### src/rtl/core/frc_pkg.sv
package frc_pkg;

  localparam int unsigned ModuleNumberWidth = 8;
  localparam int unsigned NibbleWidth       = 4;
  localparam int unsigned AddressWidth      = 7;
  localparam int unsigned DataWidth         = 7;
  localparam int unsigned CheckWidth        = 8;

  localparam logic [CheckWidth-1:0] ReportId   = 8'h42;
  localparam logic [DataWidth-1:0]  DataBase   = 7'h40;
  localparam logic [DataWidth-1:0]  NibbleFlag = 7'h10;

  typedef struct packed {
    logic [ModuleNumberWidth-1:0] module_number;
    logic                         upper_nibble;
    logic [NibbleWidth-1:0]       nibble_data;
  } item_t;

  typedef struct packed {
    logic [AddressWidth-1:0] address_byte;
    logic [DataWidth-1:0]    data_byte;
    logic [CheckWidth-1:0]   check_byte;
    logic                    last_report;
  } report_t;

  typedef struct packed {
    logic capture;
    logic load_a;
    logic load_b;
    logic emit;
  } cmd_t;

  typedef struct packed {
    logic any_change;
    logic last;
  } sts_t;

endpackage

### src/rtl/core/frc_ctrl.sv
module frc_ctrl
  import frc_pkg::*;
(
  input  logic clk_i,
  input  logic rst_ni,
  input  logic start,
  output logic busy,
  input  sts_t sts_i,
  output cmd_t cmd_o
);

  localparam logic [2:0] StIdle  = 3'd0;
  localparam logic [2:0] StReadA = 3'd1;
  localparam logic [2:0] StLoadA = 3'd2;
  localparam logic [2:0] StLoadB = 3'd3;
  localparam logic [2:0] StEmit  = 3'd4;

  logic [2:0] state_q, state_d;

  always_comb begin
    state_d = state_q;
    cmd_o   = '0;
    case (state_q)
      StIdle: begin
        if (start) begin
          cmd_o.capture = 1'b1;
          state_d       = StReadA;
        end
      end
      StReadA: begin
        state_d = StLoadA;
      end
      StLoadA: begin
        cmd_o.load_a = 1'b1;
        state_d      = StLoadB;
      end
      StLoadB: begin
        cmd_o.load_b = 1'b1;
        state_d      = sts_i.any_change ? StEmit : StIdle;
      end
      StEmit: begin
        cmd_o.emit = 1'b1;
        state_d    = sts_i.last ? StIdle : StEmit;
      end
      default: begin
        state_d = StIdle;
      end
    endcase
  end

  always_ff @(posedge clk_i or negedge rst_ni) begin
    if (!rst_ni) begin
      state_q <= StIdle;
    end else begin
      state_q <= state_d;
    end
  end

  assign busy = (state_q != StIdle);

endmodule

### src/rtl/core/frc_dp.sv
module frc_dp
  import frc_pkg::*;
#(
  parameter int unsigned MODULE_COUNT = 128
) (
  input  logic    clk_i,
  input  logic    rst_ni,
  input  item_t   item_i,
  input  cmd_t    cmd_i,
  output sts_t    sts_o,
  output logic    result_strobe_o,
  output report_t result_o
);

  localparam int unsigned AddrW = $clog2(MODULE_COUNT);
  localparam int unsigned IdxW  = ModuleNumberWidth;

  item_t                 item_q;
  logic [7:0]            a_q;
  logic [7:0]            b_q;
  logic [3:0]            pend_q, pend_d;
  logic [7:0]            mem_q [MODULE_COUNT];
  logic [MODULE_COUNT-1:0] valid_q;
  logic [7:0]            rdata_q;
  logic                  rvalid_q;
  logic [7:0]            rd_byte;
  logic                  strobe_q;
  report_t               out_q;

  logic [IdxW-1:0]       idx_a, idx_b, idx_sel;
  logic                  rng_a, rng_b;
  logic [AddrW-1:0]      rd_addr, wr_addr;
  logic [3:0]            chg_mask;
  logic [1:0]            k;
  logic                  sel_b;
  logic [2:0]            bitpos;
  logic [7:0]            byte_cur, byte_new;
  logic                  flag;
  logic [3:0]            nib;
  logic [DataWidth-1:0]  data;

  function automatic logic [2:0] bit_of(input logic [1:0] kk, input logic up);
    logic [2:0] r;
    if (up) begin
      r = (kk == 2'd3) ? 3'd0 : 3'(kk) + 3'd5;
    end else begin
      r = 3'(kk) + 3'd1;
    end
    return r;
  endfunction

  assign idx_a = item_q.module_number - IdxW'(1);
  assign idx_b = item_q.module_number;
  assign rng_a = (item_q.module_number != '0) && ({1'b0, idx_a} < 9'(MODULE_COUNT));
  assign rng_b = (item_q.module_number != '0) && ({1'b0, idx_b} < 9'(MODULE_COUNT));

  assign rd_addr = cmd_i.load_a ? idx_b[AddrW-1:0] : idx_a[AddrW-1:0];
  assign rd_byte = rvalid_q ? rdata_q : 8'h00;

  always_comb begin
    logic       sb;
    logic [2:0] bp;
    for (int i = 0; i < 4; i++) begin
      sb = item_q.upper_nibble && (i == 3);
      bp = bit_of(2'(i), item_q.upper_nibble);
      chg_mask[i] = (sb ? rng_b : rng_a) &&
                    ((sb ? rd_byte[bp] : a_q[bp]) != item_q.nibble_data[i]);
    end
  end

  always_comb begin
    if (pend_q[0]) begin
      k = 2'd0;
    end else if (pend_q[1]) begin
      k = 2'd1;
    end else if (pend_q[2]) begin
      k = 2'd2;
    end else begin
      k = 2'd3;
    end
  end

  assign sel_b    = item_q.upper_nibble && (k == 2'd3);
  assign bitpos   = bit_of(k, item_q.upper_nibble);
  assign byte_cur = sel_b ? b_q : a_q;

  always_comb begin
    byte_new         = byte_cur;
    byte_new[bitpos] = item_q.nibble_data[k];
  end

  assign idx_sel = sel_b ? idx_b : idx_a;
  assign wr_addr = idx_sel[AddrW-1:0];
  assign flag    = bitpos[2];
  assign nib     = flag ? byte_new[7:4] : byte_new[3:0];
  assign data    = DataBase | (flag ? NibbleFlag : '0) | DataWidth'(nib);

  always_comb begin
    pend_d    = pend_q;
    if (cmd_i.load_b) begin
      pend_d = chg_mask;
    end else if (cmd_i.emit) begin
      pend_d[k] = 1'b0;
    end
  end

  assign sts_o.any_change = (chg_mask != 4'b0000);
  assign sts_o.last       = ((pend_q & ~(4'b0001 << k)) == 4'b0000);

  always_ff @(posedge clk_i) begin
    if (cmd_i.capture) begin
      item_q <= item_i;
    end
    if (cmd_i.load_a) begin
      a_q <= rd_byte;
    end
    if (cmd_i.load_b) begin
      b_q <= rd_byte;
    end
    if (cmd_i.emit) begin
      if (sel_b) begin
        b_q <= byte_new;
      end else begin
        a_q <= byte_new;
      end
      mem_q[wr_addr] <= byte_new;
      out_q.address_byte <= idx_sel[AddressWidth-1:0];
      out_q.data_byte    <= data;
      out_q.check_byte   <= ReportId ^ idx_sel ^ {1'b0, data};
      out_q.last_report  <= sts_o.last;
    end
    rdata_q <= mem_q[rd_addr];
    pend_q  <= pend_d;
  end

  always_ff @(posedge clk_i or negedge rst_ni) begin
    if (!rst_ni) begin
      valid_q  <= '0;
      rvalid_q <= 1'b0;
      strobe_q <= 1'b0;
    end else begin
      if (cmd_i.emit) begin
        valid_q[wr_addr] <= 1'b1;
      end
      rvalid_q <= valid_q[rd_addr];
      strobe_q <= cmd_i.emit;
    end
  end

  assign result_strobe_o = strobe_q;
  assign result_o        = out_q;

endmodule

### src/rtl/core/feedback_change_reporter_core.sv
// Feedback change reporter. An item is taken on start while busy is low; busy then
// stays high through the cache-read states ReadA, LoadA and LoadB, then one Emit
// state per report, with up to four reports per item; the cache has a single read
// port and takes one write per report. Reports follow on consecutive cycles, each
// registered with its cache write and marked by result_strobe_o for exactly one
// cycle; the receiver cannot stall them, and last_report marks an item's last. The
// cache is cleared at reset through per-entry valid bits, with no clearing pass.
module feedback_change_reporter_core
  import frc_pkg::*;
#(
  parameter int unsigned MODULE_COUNT = 128
) (
  input  logic    clk_i,
  input  logic    rst_ni,
  input  logic    start,
  output logic    busy,
  input  item_t   item_i,
  output logic    result_strobe_o,
  output report_t result_o
);

  cmd_t cmd;
  sts_t sts;

  frc_ctrl u_ctrl (
    .clk_i  (clk_i),
    .rst_ni (rst_ni),
    .start  (start),
    .busy   (busy),
    .sts_i  (sts),
    .cmd_o  (cmd)
  );

  frc_dp #(
    .MODULE_COUNT (MODULE_COUNT)
  ) u_dp (
    .clk_i           (clk_i),
    .rst_ni          (rst_ni),
    .item_i          (item_i),
    .cmd_i           (cmd),
    .sts_o           (sts),
    .result_strobe_o (result_strobe_o),
    .result_o        (result_o)
  );

endmodule
### config.mk
export PLATFORM = sky130hd
export DESIGN_NAME = feedback_change_reporter_core
export DESIGN_NICKNAME = d
export VERILOG_FILES = /design/src/rtl/core/frc_pkg.sv /design/src/rtl/core/frc_ctrl.sv /design/src/rtl/core/frc_dp.sv /design/src/rtl/core/feedback_change_reporter_core.sv
export SDC_FILE = /design/constraint.sdc
export NUM_CORES = 2
export LEC_CHECK = 0
export ABC_AREA = 1
export BUFFER_PORTS_ARGS = -buffer_cell sky130_fd_sc_hd__buf_2
export CAP_MARGIN = 20
export CORE_MARGIN = 1.5
export CORE_UTILIZATION = 59
export CTS_BUF_LIST = sky130_fd_sc_hd__clkbuf_8
export DETAILED_ROUTE_END_ITERATION = 16
export PLACE_DENSITY = 0.78
export SYNTH_ARGS = -nofsm -noshare
export SYNTH_HDL_FRONTEND = slang
export SYNTH_SLANG_ARGS = --single-unit
### constraint.sdc
create_clock -name clk_i -period 9.34 [get_ports clk_i]
set_input_delay 1.868 -clock clk_i [delete_from_list [all_inputs] [get_ports clk_i]]
set_output_delay 1.868 -clock clk_i [all_outputs]
set_load 0.02 [all_outputs]
==> impl_metrics.toml <==
[routing]
post_drt_via_cell_ratio = 5.71
drtIter0Drc = 5987
drtAntennaViolNets = 0
wl_per_cell_um = 20.4
firstDrtPassIters = 8
via_count = 39100
wirelength_um = 140000
drc = 0

[critical_path]
crit_path_max_fanout = 155
reg2reg_depth = 13
r2r_end = "u_dp.rdata_q[4]"
end_kind = "register"
reg2reg_from = "u_ctrl.state_q[2]"
required_ns = 10.14
crit_type = "register to register"
reg2reg_setup_slack_ns = 4.52
startpoint_type = "register"
arrival_ns = 5.62

[yosys]
syn_inst = 5541
synth-seq-cells = 1217
synth-edff-count = 1060
synth_area_um2 = 54100
seq_area_frac_synth = 0.659
syn_area_per_cell_um2 = 9.76
synth_cell_types = 39
async_flop_share = 0.109
synth_fp_nets = 5563
dominantRegCellSynth = "edfxtp_1"
yosys_warnings = 0

[power_and_ir_drop]
p_leak_nw = 25.5
power_mw = 19.3
ir_drop_mv = 0.386
power.density_nw_per_um2 = 331

[run]
maxCapViolCount = 0

[clock_tree]
ctsResizeCount = 0
clk_latency_ns = 0.85
cts.path.max_buffers = 3
clkTransAtPathRegs_ns = 0.06
hold_buffers = 0
numCtsBuffers = 186
cts_sinks = 1217
cts_tree = "done"
cts_root_buffer = "clkbuf_8"
cts_setup_buffers = 0
cts_max_level = 4

[floorplanning]
coreArea_um2 = 90400
ioPinCount = 41
die_height_um = 306
initial_utilization = 0.598
die_x_um = 306
row_count = 110
die_area_um2 = 93400

[global_routing]
grt_first_pass_wirelength_um = 215000
first_global_vias = 37600
grt_usage = 0.300
antenna_found_initial = 2
grt_max_degree = 219
overflow = 0

[timing]
setup-tns-final_ns = 0
clock-skew-final_ns = 0.0396
finalCriticalPeriod_ns = 4.82
finalWorstSetupSlack_ns = 4.52
maxSlewHeadroom = 0.230
hold_viol_final = 0
min_period_over_period = 0.517
finalSetupViolations = 0
worstMarginPinSlew_ns = 1.16
hold_ws_ns = 0.454
rsz0062_at_grt = "no"
drv_slew = 0
fmaxAchievable_mhz = 207

[hold_path]
hp-start = "u_dp.valid_q[17]"
hold_depth = 2
hold_path_class = "register to register"
min_to = "u_dp.valid_q[17]"

[placed_design]
dp_slack_ns = 4.74
dpl.hpwl_um = 75800
routabilityCongestion = 0.887
port_buffers = 38

[finish]
nNetsFinal = 5536
syn_to_final_growth_pct = 8.09
drive_gt1_frac = 0.0632
fillCellCount = 6747

[run_status]
outcome = "finished clean"
## layer usage
| metal | up-vias | track usage | share of wire |
|---|---|---|---|
| li1 | 17800 | - | - |
| met1 | 18500 | 0.397 | 0.37 |
| met2 | 2414 | 0.478 | 0.47 |
| met3 | 411 | 0.0652 | 0.12 |
| met4 | 0 | 0.140 | 0.044 |
| met5 | - | 0 | 0 |
## metrics by stage
stage | cells | utilization | area [um2]
after global placement | 6502 | 0.609 | 55100
after floorplan | 5541 | - | 54100
final | 6842 | 0.646 | 58400
after global routing | 6842 | 0.646 | 58400
after CTS | 6841 | 0.646 | 58400
after detailed placement | 6502 | 0.609 | 55100
## critical path, cell delays in order (launching register included)
cell	delay, ns
dfrtp_1	0.43
nor2_4	0.23
nand2_2	0.48
o21ai_4	0.72
buf_4	0.73
buf_12	0.61
nand3_1	0.15
nand3_1	0.13
nand3_1	0.12
nand3_1	0.24
nand3_1	0.24
nand2_1	0.24
nand2_1	0.09
nand2_1	0.06
## kinds of logic after synthesis
kind of cell,synth area share
AO/OA/AOI/OAI,0.0214
XOR/XNOR,0.00227
adder cells (fa/ha/maj),0.00139
buffers and inverters,0.105
flip-flops,0.659
other,0.000139
AND/OR/NAND/NOR,0.211
## registers in the layout, summed over array words and instances (netlist names)
register              cells
u_ctrl.state_q            3
u_dp.rvalid_q             1
u_dp.b_q                  8
u_dp.item_q               5
u_dp.pend_q               4
u_dp.idx_b                8
u_dp.mem_q             1024
u_dp.result_o            19
u_dp.rdata_q              8
u_dp.valid_q            128
u_dp.result_strobe_o      1
u_dp.a_q                  8
## worst max path at each step
stage	from	endpoint	slack [ns]	cells past startpoint
after floorplan	u_dp.pend_q[1]	u_dp.result_o[3]	0.57	11
after detailed placement	u_ctrl.state_q[2]	u_dp.rdata_q[4]	4.74	13
after CTS	u_ctrl.state_q[2]	u_dp.rdata_q[0]	4.73	13
final	u_ctrl.state_q[2]	u_dp.rdata_q[4]	4.52	13
after global routing	u_ctrl.state_q[2]	u_dp.rdata_q[5]	4.35	13
after global placement	u_ctrl.state_q[2]	u_dp.rdata_q[0]	4.82	13
## cell type report
type	instances	area, um2	area share
sequential	1217	35600	0.610
multi-input combinational	2868	12900	0.221
antenna	1	2.50	0.0000428
clock buffer	193	2660	0.0455
tap	1176	1470	0.0252
timing repair buffer	91	682	0.0117
inverter	1150	4320	0.0739
clock inverter	146	719	0.0123
## cell usage after synthesis (2+ instances only)
library cell | n | area (um2)
inv_1 | 1143 | 4290
inv_2 | 3 | 11.3
clkbuf_1 | 136 | 510
nand2_2 | 3 | 18.8
o21ai_4 | 2 | 32.5
o22ai_1 | 6 | 37.5
clkinv_1 | 4 | 15.0
nand2_1 | 1282 | 4810
nor2_1 | 160 | 601
dfrtp_1 | 133 | 3330
xor2_1 | 14 | 123
a21boi_0 | 2 | 15.0
buf_2 | 129 | 646
nor3_1 | 3 | 15.0
edfxtp_1 | 1060 | 31800
ha_1 | 6 | 75.1
o21ai_0 | 173 | 866
nand3_1 | 1176 | 5890
conb_1 | 2 | 7.51
buf_1 | 34 | 128
or2_2 | 3 | 18.8
a21oi_1 | 3 | 15.0
o21ai_1 | 7 | 35.0
o21ai_2 | 7 | 61.3
dfxtp_1 | 24 | 480
o211ai_1 | 9 | 67.6
buf_4 | 5 | 37.5
## layout by cell type, fill, tap and decap left out, types with 14 or more instances in the layout
| cell type | count |
|---|---|
| clkbuf_8 | 193 |
| clkinv_2 | 17 |
| dfrtp_1 | 133 |
| edfxtp_1 | 1060 |
| nand2_1 | 1272 |
| xor2_1 | 14 |
| clkinv_1 | 37 |
| buf_2 | 37 |
| nand3_1 | 1175 |
| nor2_1 | 160 |
| dfxtp_1 | 24 |
| o21ai_0 | 166 |
| inv_1 | 1223 |
| buf_4 | 46 |
## where the power goes
group | total (mW) | leakage [nW] | internal [mW] | switching (mW)
logic | 7.83 | 11.9 | 1.77 | 6.06
clock network | 4.05 | 2.02 | 2.00 | 2.05
registers | 7.46 | 11.6 | 7.36 | 0.0997
total | 19.3 | 25.5 | 11.1 | 8.21
Power figures use the tool's default switching activity.
